$ cat config.mk
export PLATFORM = sky130hd
export DESIGN_NAME = afc_plane_lane
export DESIGN_NICKNAME = d
export VERILOG_FILES = /design/src/afc_pkg.sv /design/src/afc_plane_lane.sv
export SDC_FILE = /design/constraint.sdc
export NUM_CORES = 2
export LEC_CHECK = 0
export ABC_CLOCK_PERIOD_IN_PS = 7690
export BUFFER_PORTS_ARGS = -buffer_cell sky130_fd_sc_hd__buf_2
export CAP_MARGIN = 30
export CORE_UTILIZATION = 35
export DETAILED_ROUTE_END_ITERATION = 10
export SLEW_MARGIN = 30
export SYNTH_ARGS = -nofsm -noshare
export SYNTH_HDL_FRONTEND = slang
export SYNTH_SLANG_ARGS = --single-unit
$ cat constraint.sdc
create_clock -name clock -period 7.69 [get_ports clock]
set_input_delay 1.1535 -clock clock [delete_from_list [all_inputs] [get_ports clock]]
set_output_delay 1.1535 -clock clock [all_outputs]
set_load 0.03 [all_outputs]
$ cat src/afc_pkg.sv
// shared constants and types for the frustum cull block
// no dependencies
`default_nettype none

package afc_pkg;

   localparam int COORD_WIDTH_DEF = 32;
   localparam int COEF_WIDTH_DEF  = 16;
   localparam int COORD_FRAC      = 16;
   localparam int NUM_PLANES      = 6;
   localparam int CSR_DATA_W      = 64;
   localparam int CSR_INDEX_W     = 3;

   typedef enum logic [CSR_INDEX_W-1:0] {
      CSR_PLANE_LEFT   = 3'd0,
      CSR_PLANE_RIGHT  = 3'd1,
      CSR_PLANE_BOTTOM = 3'd2,
      CSR_PLANE_TOP    = 3'd3,
      CSR_PLANE_NEAR   = 3'd4,
      CSR_PLANE_FAR    = 3'd5
   } csr_index_type;

endpackage

`default_nettype wire

$ cat src/afc_plane_lane.sv
// one plane test: positive corner select, products, exact sum and sign
// depends on afc_pkg
`default_nettype none

module afc_plane_lane
   import afc_pkg::*;
#(
   parameter int COORD_WIDTH = COORD_WIDTH_DEF,
   parameter int COEF_WIDTH  = COEF_WIDTH_DEF
) (
   input  logic                        clock,
   input  logic [4*COEF_WIDTH-1:0]     plane,
   input  logic [2:0][COORD_WIDTH-1:0] box_min,
   input  logic [2:0][COORD_WIDTH-1:0] box_max,
   output logic                        pass
);

   localparam int PROD_W  = COORD_WIDTH + COEF_WIDTH;
   localparam int D_SHIFT = COORD_FRAC + COEF_WIDTH - 4;
   localparam int DTERM_W = COEF_WIDTH + D_SHIFT;
   localparam int SUM_W   = ((PROD_W > DTERM_W) ? PROD_W : DTERM_W) + 2;

   logic signed [COEF_WIDTH-1:0]  coef [3];
   logic signed [COORD_WIDTH-1:0] corner [3];
   logic signed [PROD_W-1:0]      prod_in [3];
   logic signed [PROD_W-1:0]      prod_ff [3];
   logic signed [COEF_WIDTH-1:0]  d_ff;
   logic signed [DTERM_W-1:0]     dterm;
   logic signed [SUM_W-1:0]       sum;

   for (genvar k = 0; k < 3; k++) begin : g_axis
      assign coef[k]    = $signed(plane[k*COEF_WIDTH +: COEF_WIDTH]);
      assign corner[k]  = coef[k][COEF_WIDTH-1] ? $signed(box_min[k]) : $signed(box_max[k]);
      assign prod_in[k] = PROD_W'(coef[k]) * PROD_W'(corner[k]);
   end

   always_ff @(posedge clock) begin
      prod_ff <= prod_in;
      d_ff    <= $signed(plane[3*COEF_WIDTH +: COEF_WIDTH]);
   end

   assign dterm = $signed({d_ff, {D_SHIFT{1'b0}}});

   always_comb begin
      sum = SUM_W'(prod_ff[0]) + SUM_W'(prod_ff[1]) + SUM_W'(prod_ff[2]) + SUM_W'(dterm);
   end

   assign pass = ~sum[SUM_W-1];

endmodule

`default_nettype wire

After elaboration in Yosys (flattened, before gate mapping)
Index checks and enable logic that the tools add are counted.

Bits in registers: 160. Input bits: 257. Output and inout bits: 1. Logic and storage cells: 14.

$add $sub $neg: 3. $mul: 3. Multiplexer cells: 3. Bitwise gates (word level): 1.

Operator list (count): $mul A16 B32 Y48 (3); $mux W32 (3); $add A49 B48 Y50 (1); $add A50 B44 Y50 (1); $add A48 B48 Y49 (1); $not A1 Y1 (1).

Depth between registers and ports, before layout
Word-level depth: 4. Depth in mapped cells: 28. Mapped depth without buffers: 25.

Worst setup path before layout
OpenSTA, ideal clock, no wires.

Kind: input to register. Start point: input port plane[47]. End point: register prod_ff[43] (netlist name). Library setup time: 0.123 ns. Data arrival time: 8.044 ns. Required time: 7.567 ns. Setup slack: -0.477 ns. Cell stages on the path: 24. Path buffers: 3. Cells stage by stage: clkbuf_1 clkbuf_1 mux2_2 clkbuf_1 nand2_1 fa_1 fa_1 fa_1 inv_1 fa_1 fa_1 inv_1 fa_1 inv_1 ha_1 a21o_1 a21o_1 a221o_1 or4_1 o21a_1 a41o_1 a211oi_4 o21bai_1 xor2_1.

RTL lines: from (decl) (RTL line afc_plane_lane.sv:12) `input logic [4*COEF_WIDTH-1:0] plane,`; to (signal assigned) (RTL line afc_plane_lane.sv:38) `prod_ff <= prod_in;`; to (decl) (RTL line afc_plane_lane.sv:26) `logic signed [PROD_W-1:0] prod_ff [3];`.

==> metrics.md <==
| Metric | Value |
|---|---|
| Worst slew pin tran | between 0.7 and 0.8 ns |
| Peak Freq | between 100 and 150 MHz |
| Initial antenna violation count | 5 |
| Post-synthesis sequential area ratio | 0.05305 |
| Final hold vios | 0 |
| DRT iter0 DRCs | about 2300 |
| TritonCTS Buffers | 17 |
| Hold Path Class | in2reg |
| Max incr delay on CP | around 0.52 ns |
| Min Tclk post-route | 7.524 ns |
| Die width | 417.4 um |
| #FFs+latches synth | 160 |
| Leading post-synthesis cells by cell area | fa_1 51%, inv_1 10%, ha_1 8.6%, and2_1 6.1%, nand2_1 5.6% |
| Total grt overflow | 0 |
| IO Count | around 260 |
| Detail Route Antenna Nets | 0 |
| Worst Path Max Fanout | 16 |
| Nets | 9367 |
| DP Wirelength | between 100000 and 150000 um |
| Total track usage | 0.1892 |
| Final design utilization | 0.4023 |
| Startpoint class of the critical path | input port |
| Vias per Instance | around 4.7 |
| Syn Nets | roughly 8800 |
| Post-route clock period utilization | 0.9785 |
| Asr flop ratio synth | 0 |
| Htree depth | 4 |
| Predominant post-synthesis flop cell | dfxtp_1 |
| Vias after detailed routing | about 44000 |
| Share of cells above drive strength 1 | 0.1397 |
| Min-Delay Endpoint | d_ff[0] |
| Pin count of the biggest net entering global routing | 33 |
| Delay-heaviest family, CP | adder cells |
| Crit path kind | in2reg |
| # port buffers | 257 |
| Data arrival, critical path | approximately 7.9 ns |
| Yosys warns | 0 |
| EDFF count, synth | 0 |
| Avg Inst Size Synth | roughly 9 um2 |
| Maximum clock path buffer count | 2 |
| CP max-delay cell | fa_1 |
| DRC viols | 0 |
| Top cell type by total area after synthesis | fa_1 |
| Synthesis-to-finish area growth | 14.29% |
| Crit path capture type | flop |
| Worst min-delay path startpoint | plane[48] |
| Cts hold-fix bufs | 0 |
| Fin. max-slew vios | 0 |
| Final setup violation count | 0 |
| Sink Count | 160 |
| Max-cap viol count | 0 |
| Initial Utilization | 0.3520 |
| Critical path's most frequent cell | fa_1 |
| Final wirelength | between 150000 and 200000 um |
| Hold Path Depth | 1 |
| DR WL/cell | about 17 um |
| Worst-path clk slew | about 0.07 ns |
| CP Data Required Time | 8.01 ns |
| First-pass GRT wire length | approximately 260000 um |
| Post-synth top area share | 0.5059 |
| Drt pass-1 iters | 8 |
| Synthesized area | about 0.060 mm2 |
| Clock root buffer | clkbuf_16 |
| Core ar. | between 0.15 and 0.2 mm2 |
| Status | completed |
| Final GP Congestion | 0.8951 |
| TritonCTS clock tree | yes |
| Die extent in y | ~420 um |
| Rows | 152 |
| Die ar. | between 0.15 and 0.2 mm2 |
| Gate Count Post-Synth | about 6600 |
| Vias in the first global route | roughly 50000 |
| CP bufs+invs | 9 |
| Slew margin rel. | 0.4738 |
| Synth cell types | 65 |
[Yosys cell counts (all sizes together) (4+ instances only)]
library cell  instances
inv                1661
fa                 1526
nand2               902
and2                584
ha                  415
clkbuf              272
dfxtp               160
nor2                159
a21oi               146
xnor2               105
mux2                 93
o21ai                81
a21o                 75
nor2b                55
nand2b               43
xor2                 43
nand3                37
nand4                25
a211oi               17
o211ai               17
nor3                 15
o21bai               15
a31oi                14
o21a                 12
a2111oi               9
and3                  8
nor4                  7
or2                   7
a221o                 5
buf                   5
mux2i                 5
or3                   5
a211o                 4
a21boi                4
a221oi                4
and4                  4
o311ai                4
o31ai                 4
[cell type report]
class	count	area, um2
Fill cell	17210	102500
Clock inverter	14	155.1
Clock buffer	18	439.2
Antenna cell	4	10.01
Sequential cell	160	3203
Multi-Input combinational cell	4487	50150
Inverter	1663	6242
Tap cell	2310	2890
Timing Repair Buffer	840	5921
[registers in the layout (all words and copies together) (netlist names)]
| signal | count |
|---|---|
| d_ff | 16 |
| prod_ff | 144 |
[how the worst max path moves through the flow]
stage	from	endpoint	slack, ns	cells after the start
final	plane[15]	prod_ff[134]	0.17	27
after global routing	plane[15]	prod_ff[141]	-0.007	27
after CTS	plane[47]	prod_ff[47]	0.13	25
after detailed placement	plane[47]	prod_ff[47]	-0.33	25
after global placement	plane[47]	prod_ff[47]	-0.32	25
after floorplan	plane[15]	prod_ff[142]	0.02	23
[per-stage QoR]
step	instance area (um2)	setup slack [ns]	cells	TNS [ns]	hold slack, ns
final	69010	0.1655	9496	0	0.8083
after CTS	68680	0.1313	9484	0	0.7807
after floorplan	60440	0.01595	6587	0	1.181
after detailed placement	68090	-0.3347	9452	-5.680	1.262
after global placement	68090	-0.3191	9452	-5.404	1.263
after global routing	69000	-0.007006	9493	-0.01019	0.7748
[cell usage in the layout (no fill, tap or decap), types with 143 or more instances in the layout]
master,Yosys,routed
inv_1,1660,1660
fa_1,1526,1524
nand2_1,902,902
and2_1,584,584
buf_4,0,564
ha_1,415,411
buf_2,0,256
dfxtp_1,160,160
nor2_1,159,159
a21oi_1,146,143
[what timing repair did]
item / in CTS / in global routing
endpoints found under the hold margin: 0 / 0
setup endpoints to repair: 0 / 26
gates resized for setup: 0 / 58
setup buffers: 0 / 7
[per-layer routing]
layer  part of all wire  track usage  vias to the layer above
met5            0.00027            0                        -
met4              0.035      0.05820                        6
met3              0.042      0.01806                      230
met2               0.51       0.3377                     1070
met1               0.41       0.2405                    22860
li1                   -            -                    20320
[cell families (layout without fill, tap and decap cells)]
family                   count (synthesis)  count (layout)  share of synthesized area
AND/OR/NAND/NOR                       1861            1861                     0.1482
other                                    0               4                          0
AO/OA/AOI/OAI                          439             439                    0.04656
adder cells (fa/ha/maj)               1941            1941                     0.5919
flip-flops                             160             160                    0.05305
buffers and inverters                 1940            2535                     0.1206
XOR/XNOR                               148             148                    0.02147
multiplexers                            98              98                    0.01817
Power is left out: the tool's default activity adds up to more than one toggle a clock period on the data nets, which glitch-free logic cannot reach.
