[config.mk]
export PLATFORM = sky130hd
export DESIGN_NAME = afc_plane_regs
export DESIGN_NICKNAME = d
export VERILOG_FILES = /design/src/afc_pkg.sv /design/src/afc_plane_regs.sv
export SDC_FILE = /design/constraint.sdc
export NUM_CORES = 1
export LEC_CHECK = 0
export ABC_CLOCK_PERIOD_IN_PS = 2000
export BUFFER_PORTS_ARGS = -buffer_cell sky130_fd_sc_hd__buf_2
export CORE_AREA = 2 2 178 180
export DETAILED_ROUTE_END_ITERATION = 7
export DIE_AREA = 0 0 180 182
export PLACE_DENSITY = 0.84
export SKIP_CTS_REPAIR_TIMING = 1
export SLEW_MARGIN = 20
export SYNTH_ARGS = -nofsm -noshare
export SYNTH_HDL_FRONTEND = slang
export SYNTH_SLANG_ARGS = --single-unit
export TNS_END_PERCENT = 5
[constraint.sdc]
create_clock -name clock -period 2 [get_ports clock]
set_input_delay 0.4 -clock clock [delete_from_list [all_inputs] [get_ports clock]]
set_output_delay 0.4 -clock clock [all_outputs]
set_load 0.005 [all_outputs]
[src/afc_pkg.sv]
// shared constants and types for the frustum cull block
// no dependencies
`default_nettype none

package afc_pkg;

   localparam int COORD_WIDTH_DEF = 32;
   localparam int COEF_WIDTH_DEF  = 16;
   localparam int COORD_FRAC      = 16;
   localparam int NUM_PLANES      = 6;
   localparam int CSR_DATA_W      = 64;
   localparam int CSR_INDEX_W     = 3;

   typedef enum logic [CSR_INDEX_W-1:0] {
      CSR_PLANE_LEFT   = 3'd0,
      CSR_PLANE_RIGHT  = 3'd1,
      CSR_PLANE_BOTTOM = 3'd2,
      CSR_PLANE_TOP    = 3'd3,
      CSR_PLANE_NEAR   = 3'd4,
      CSR_PLANE_FAR    = 3'd5
   } csr_index_type;

endpackage

`default_nettype wire

[src/afc_plane_regs.sv]
// plane register file, six packed planes written through the csr port
// depends on afc_pkg
`default_nettype none

module afc_plane_regs
   import afc_pkg::*;
#(
   parameter int COEF_WIDTH = COEF_WIDTH_DEF
) (
   input  logic                                      clock,
   input  logic                                      reset,
   input  logic                                      csr_write_en,
   input  logic [CSR_INDEX_W-1:0]                    csr_index,
   input  logic [CSR_DATA_W-1:0]                     csr_wdata,
   output logic [NUM_PLANES-1:0][4*COEF_WIDTH-1:0]   planes
);

   localparam int PLANE_W = 4 * COEF_WIDTH;

   logic [NUM_PLANES-1:0][PLANE_W-1:0] planes_ff;
   logic                               index_ok;

   assign index_ok = (csr_index <= CSR_PLANE_FAR);

   always_ff @(posedge clock) begin
      if (reset) begin
         planes_ff <= '0;
      end else if (csr_write_en && index_ok) begin
         planes_ff[csr_index] <= csr_wdata[PLANE_W-1:0];
      end
   end

   assign planes = planes_ff;

endmodule

`default_nettype wire

# Word level (Yosys, flattened, before mapping)
# Index checks and enable logic that the tools add are counted.
# W data, S select, Z words.
[op_classes]
mux = 3
n_lt_le_gt_ge = 3
reduce_logical = 2
[op_table]
columns = ["cell", "count"]
rows = [
  ["$bwmux W384", 1],
  ["$demux W64 S3", 1],
  ["$mux W64", 1],
  ["$lt A3 B4 Y1 const B", 1],
  ["$ge A3 B1 Y1 const B", 1],
  ["$le A3 B3 Y1 const B", 1],
  ["$logic_and A1 B1 Y1", 2],
]
[totals]
reg_bits = 384
elab_cells = 14
input_bits = 70

# Logic depth before layout (Yosys ltp)
# Gate-level depths: netlist of run 1.
[logic_depth]
depth_word = 5
ltp_mapped = 5
mapped_depth_nobuf = 2

# Worst setup path before layout of run 1
# OpenSTA, ideal clock, no wires.
[synth_timing]
kind = "input-to-reg"
from = "input csr_index[0]"
to = "register planes_ff (netlist bit planes[43])"
setup_ps = 124
arrival_time_ps = 1317
t_required_ps = 1876
path_stages = 4
slack_ps = 559
path_cell_list = "or4b_1 > buf_6 > buf_12 > mux2i_1"
[synth_between]
elab_chain_cells = 5
elab_cells_between_ends = 8
classes_between = "3 x order compare; 3 x mux; 2 x reduce/logical"
[synth_lines]
columns = ["element", "line", "rtl"]
rows = [
  ["start: declaration", "afc_plane_regs.sv:13", "input logic [CSR_INDEX_W-1:0] csr_index,"],
  ["$lt A3 B4 Y1 (implied by the code) / $ge A3 B1 Y1 (equally long branches)", "afc_plane_regs.sv:29", "planes_ff[csr_index] <= csr_wdata[PLANE_W-1:0];"],
  ["$logic_and A1 B1 Y1 (implied by the code)", "afc_plane_regs.sv:29", ""],
  ["$mux W64 (implied by the code)", "afc_plane_regs.sv:29", ""],
  ["$demux W64 S3", "afc_plane_regs.sv:29", ""],
  ["$bwmux W384", "afc_plane_regs.sv:29", ""],
  ["end signal: indexed assignment", "afc_plane_regs.sv:29", ""],
  ["end: declaration", "afc_plane_regs.sv:20", "logic [NUM_PLANES-1:0][PLANE_W-1:0] planes_ff;"],
]
# Parallel ways exist; a longest one is shown, timed or not.
# A chain may end at the register's enable or synchronous reset.

# Final worst setup path of run 1
[layout_timing]
from = "register planes_ff (netlist bit planes[50])"
to = "output planes[50] (netlist name)"
[layout_lines]
columns = ["element", "line", "rtl"]
rows = [
  ["end: declaration", "afc_plane_regs.sv:15", "output logic [NUM_PLANES-1:0][4*COEF_WIDTH-1:0] planes"],
]
# No word-level cell between the ends.

==> flow_summary.ini, run 1 <==
[synthesis]
synth_common_cells = nand2b_1 (448), dfxtp_1 (384), mux2i_1 (384), clkbuf_1 (50), buf_2 (35)
synthDistinctLibCells = 13
synthesis.instances = 1318
synth_top_area_share_pct = 51.7
synth_top_flop_cell = dfxtp_1
ys_seq_elements = 384
synth_fp_nets = 1388
synth.avg_cell_area_um2 = 11.3
yosysTopAreaCell = dfxtp_1
netlist_area_um2 = 14900
seq_area_frac_synth_pct = 51.7
yosysWarnings = 0
synth_area_leaders = dfxtp_1 (52%), mux2i_1 (26%), nand2b_1 (19%)
yosysMostFrequentCell = nand2b_1
synth_edf_count = 0
async_flop_share_pct = 0

[sta]
finalClockSkew_ns = 0
min_period_over_period_pct = 70.1
layout_min_cycle_time_ns = 1.40
hold_violations = 0
tightest_slew_ns = 0.430
finalMaxSlewViolations = 0
rsz0062_at_grt = no
setup_ws_ns = 0.598
fmax_mhz = 713
fin_tns_setup_ns = 0
max-slew-margin-rel_pct = 71.3
final-setup-viol-count = 0

[place]
dp.cells = 2109
numPortBuffers = 453
gp_congestion = 0.814
dpl_cell_area_um2 = 17700
place.detailed.hpwl_um = 27700
place_ws_ns = 0.239

[grt]
track_usage_pct = 23.5
grt_pass1_vias = 11300
grt_max_degree = 97
antenna_found_initial = 0
grt_pass1_wl_um = 62500
grt-ovfl-total = 0

[setup_path]
crit_start = planes[50]$_SDFFE_PP0P_
critPathMaxFanout = 2
cp.arrival_ns = 1.00
crit_type = flop to output port
critical_path_buf_inv_count = 1
reg2reg_depth = 2
worstSetupEndpoint = planes[50]
cp_num_cells = 1
crit_chain = buf_2
critical_path.reg2reg.endpoint = planes[355]$_SDFFE_PP0P_
r2r_start = planes[355]$_SDFFE_PP0P_
end_kind = output port
rrSetupSlack_ns = 1.31
required_ns = 1.60
cp-start-kind = flop
slowest_delay_ns = 0.36
path_delay_family = flip-flops
critPathSlowestCell = dfxtp_1

[cts]
clock_path_buffers = 3
tritoncts = done
path_clk_slew_ns = 0.06
cts.htree.levels = 2
cts_buffers = 40
cts.sinks = 384
worstSkewPairLatency_ns = 0.50
cts_root_buf = clkbuf_16

[routing]
dr.pass1.iters = 5
vias = 11000
via_per_inst = 5.06
drt_iter0_markers = 479
wl_um = 39700
ant_nets = 0
wl_per_cell_um = 18.2
drc = 0

[finish]
diodes = 0
area_delta_synth_final_pct = 27.5
fillers = 2493
drive_above_1_share_pct = 30.9
largest_reg_flops = 384
nNetsFinal = 1819
final_area_um2 = 19000
fin_cells = 2180

[flow_run]
maxCapViolCount = 0

[floorplan]
core_area_um2 = 31000
design.die.area_um2 = 32800
rows = 65
die_w_um = 180
io_pins = 454
dieHeight_um = 182
initial_utilization_pct = 48.0

[pwr]
pwr-share-comb_pct = 6.7
pwr-share-seq_pct = 48.9
power_density_nw_per_um2 = 852
pwr-share-clk_pct = 44.3
max-vdd-ir-drop_v = 0.000624
p_switching_mw = 3.59
finalPower_mw = 16.2
p_sw_share_pct = 22.2
leakage_nw = 10.2
p_int_mw = 12.6

[hold_path]
min_path_type = input pin to flop

[status]
outcome = complete, no violations
-- metal layers --
| layer | vias to the layer above | part of all wire (%) | global-route usage (%) |
|---|---|---|---|
| li1 | 5214 | - | - |
| met1 | 5317 | 41 | 27.8 |
| met2 | 387 | 49 | 40.9 |
| met3 | 103 | 6.6 | 5.56 |
| met4 | 0 | 3.8 | 9.92 |
| met5 | - | 0 | 0 |
-- cell usage in the layout (no fill, tap or decap), drive strengths merged --
cell type,Yosys,final
nand2b,448,448
nand4bb,3,3
nand4b,2,2
nor4b,1,1
or4b,1,1
buf,44,482
bufinv,0,1
clkinv,0,10
mux2i,384,384
inv,0,1
clkbuf,50,60
dfxtp,384,384
nor4bb,1,1
-- cell type report --
class / instances / area [µm²] / share of cell area (%)
tap: 402 / 503 / 2.65
clock buffer: 59 / 1180 / 6.24
clock inverter: 12 / 92.6 / 0.488
timing repair buffer: 483 / 2700 / 14.2
sequential: 384 / 7690 / 40.5
multi-input combinational: 840 / 6800 / 35.8
-- logic make-up after synthesis --
logic type,synth area share (%)
and+or+nand+nor,19.4
buffers and inverters,3.09
muxes,25.8
DFF,51.7
-- worst register-to-register path: stages (launching register included) --
cell      delay [ns]
dfxtp_1         0.35
nand2b_1        0.06
mux2i_1         0.19
-- power by group through the flow --
stage	registers [mW]	logic, mW	clock network [mW]
finish	7.91	1.09	7.17
global route	7.92	1.17	7.61
CTS	7.91	1.09	7.30
detailed placement	8.07	1.09	0
global placement	8.07	1.07	0
floorplan	8.08	0.597	0
-- how the worst min path moves through the flow --
stage	to	slack (ns)	depth (start not counted)	startpoint
after global placement	planes[108]$_SDFFE_PP0P_	0.45	2	planes[108]$_SDFFE_PP0P_
after CTS	planes[283]$_SDFFE_PP0P_	0.27	3	csr_wdata[27]
after floorplan	planes[0]$_SDFFE_PP0P_	0.46	2	planes[0]$_SDFFE_PP0P_
after detailed placement	planes[13]$_SDFFE_PP0P_	0.46	2	planes[13]$_SDFFE_PP0P_
final	planes[91]$_SDFFE_PP0P_	0.29	3	csr_wdata[27]
after global routing	planes[131]$_SDFFE_PP0P_	0.29	3	csr_wdata[3]
-- through the flow --
step           utilization [%]  hold WS, ns
5_1_grt                   61.2        0.291
3_3_place_gp              57.1        0.455
2_1_floorplan                -        0.465
3_5_place_dp              57.1        0.461
6_report                  61.2        0.286
4_1_cts                   61.2        0.267
(Power assumes the default switching activity.)
==> run 2, diff against run 1 <==
ABC_CLOCK_PERIOD_IN_PS = 1300   (was 2000)
CORE_AREA = 2 2 174 176   (was 2 2 178 180)
DIE_AREA = 0 0 176 178   (was 0 0 180 182)
PLACE_DENSITY = 0.87   (was 0.84)
clock period = 1.3 ns   (was 2 ns; I/O delays follow)
==> run 2 against run 1 <==
Die area is 4.4% lower. Power rose by 57%. Sequential share of layout area fell by 1.0 points. Worst setup slack got worse by 0.56 ns. Clock skew did not move. Critical endpoint is now planes[60]. Highest routed layer unchanged.
==> flow_summary.ini, run 2 (synthesis gave the netlist of run 1 again) <==
[hold_path]
min_path_type = input pin to flop

[floorplan]
initial_utilization_pct = 50.6
design.die.area_um2 = 31300
core_area_um2 = 29400
die_w_um = 176
io_pins = 454
rows = 63
dieHeight_um = 178

[place]
numPortBuffers = 453
gp_congestion = 0.840
dp.cells = 2154
place.detailed.hpwl_um = 29400
place_ws_ns = -0.376

[routing]
drc = 0
dr.pass1.iters = 4
ant_nets = 0
wl_per_cell_um = 18.9
via_per_inst = 5.13
drt_iter0_markers = 536
wl_um = 42000
vias = 11400

[cts]
path_clk_slew_ns = 0.06
tritoncts = done
cts_buffers = 40
cts_root_buf = clkbuf_16
worstSkewPairLatency_ns = 0.50
clock_path_buffers = 3
cts.sinks = 384
cts.htree.levels = 2

[finish]
fillers = 2230
nNetsFinal = 1876
fin_cells = 2225
layout_commonest_cell = buf_2
multi_input_area_um2 = 6800
register_area_um2 = 7690
largest_reg_flops = 384
layout_common_cells = buf_2 (451), nand2b_1 (448), mux2i_1 (384)
area_delta_synth_final_pct = 30.9
drive_above_1_share_pct = 33.3

[pwr]
max-vdd-ir-drop_v = 0.00118
p_int_mw = 19.8
p_sw_share_pct = 22.2
p_switching_mw = 5.63
power_density_nw_per_um2 = 1300
pwr-share-clk_pct = 45.0
finalPower_mw = 25.4
leakage_nw = 10.5
pwr-share-comb_pct = 7.1
pwr-share-seq_pct = 47.9

[sta]
rsz0062_at_grt = no
min_period_over_period_pct = 97.4
hold_violations = 0
setup_ws_ns = 0.0336
finalMaxSlewViolations = 0
fin_tns_setup_ns = 0
fmax_mhz = 790
tightest_slew_ns = 0.492
layout_min_cycle_time_ns = 1.27
max-slew-margin-rel_pct = 67.1
finalClockSkew_ns = 0
final-setup-viol-count = 0
hold-worst-slack_ns = 0.148

[setup_path]
required_ns = 1.04
critPathMaxFanout = 2
slowest_delay_ns = 0.36
crit_type = flop to output port
rrSetupSlack_ns = 0.58
critPathSlowestCell = dfxtp_1
cp-start-kind = flop
path_delay_family = flip-flops
crit_chain = buf_2
cp.arrival_ns = 1.01
end_kind = output port
critical_path_buf_inv_count = 1

[grt]
antenna_found_initial = 0
track_usage_pct = 25.6
grt_pass1_wl_um = 63400
grt-ovfl-total = 0
grt_max_degree = 71
grt_pass1_vias = 11600

[status]
outcome = complete, no violations

[flow_run]
maxCapViolCount = 0
-- run 2: power by group through the flow --
stage | sequential [mW] | combinational (mW) | clock [mW]
floorplan | 12.4 | 0.919 | 0
global placement | 12.4 | 1.77 | 0
detailed placement | 12.4 | 1.80 | 0
CTS | 12.2 | 1.81 | 11.6
global route | 12.2 | 1.93 | 12.0
finish | 12.2 | 1.81 | 11.4
-- run 2: final timing paths --
| path | startpoint | end | cells after the start |
|---|---|---|---|
| max | planes[60]$_SDFFE_PP0P_ | planes[60] | 1 |
| min | csr_wdata[34] | planes[290]$_SDFFE_PP0P_ | 3 |
| max reg2reg | planes[174]$_SDFFE_PP0P_ | planes[174]$_SDFFE_PP0P_ | 2 |
| min reg2reg | planes[9]$_SDFFE_PP0P_ | planes[9]$_SDFFE_PP0P_ | 2 |
-- run 2: stage by stage --
stage | util [%] | area (µm²)
final | 66.2 | 19500
after global routing | 66.2 | 19500
after CTS | 66.2 | 19500
after detailed placement | 61.7 | 18200
after global placement | 61.7 | 18200
after floorplan | - | 14900
-- run 2: per-layer routing --
metal	up-vias	wire length, µm	GRT usage [%]
met3	115	2850	5.99
met2	429	20800	46.1
met4	0	1770	10.4
li1	5328	-	-
met5	-	0	0
met1	5535	16600	29.2
-- run 2: layout make-up --
| cell class | instances | share of cell area (%) |
|---|---|---|
| clock inverter | 9 | 0.636 |
| tap | 390 | 2.51 |
| antenna | 1 | 0.0128 |
| timing repair buffer | 540 | 16.4 |
| sequential | 384 | 39.5 |
| multi-input combinational | 840 | 34.9 |
| clock buffer | 61 | 6.06 |
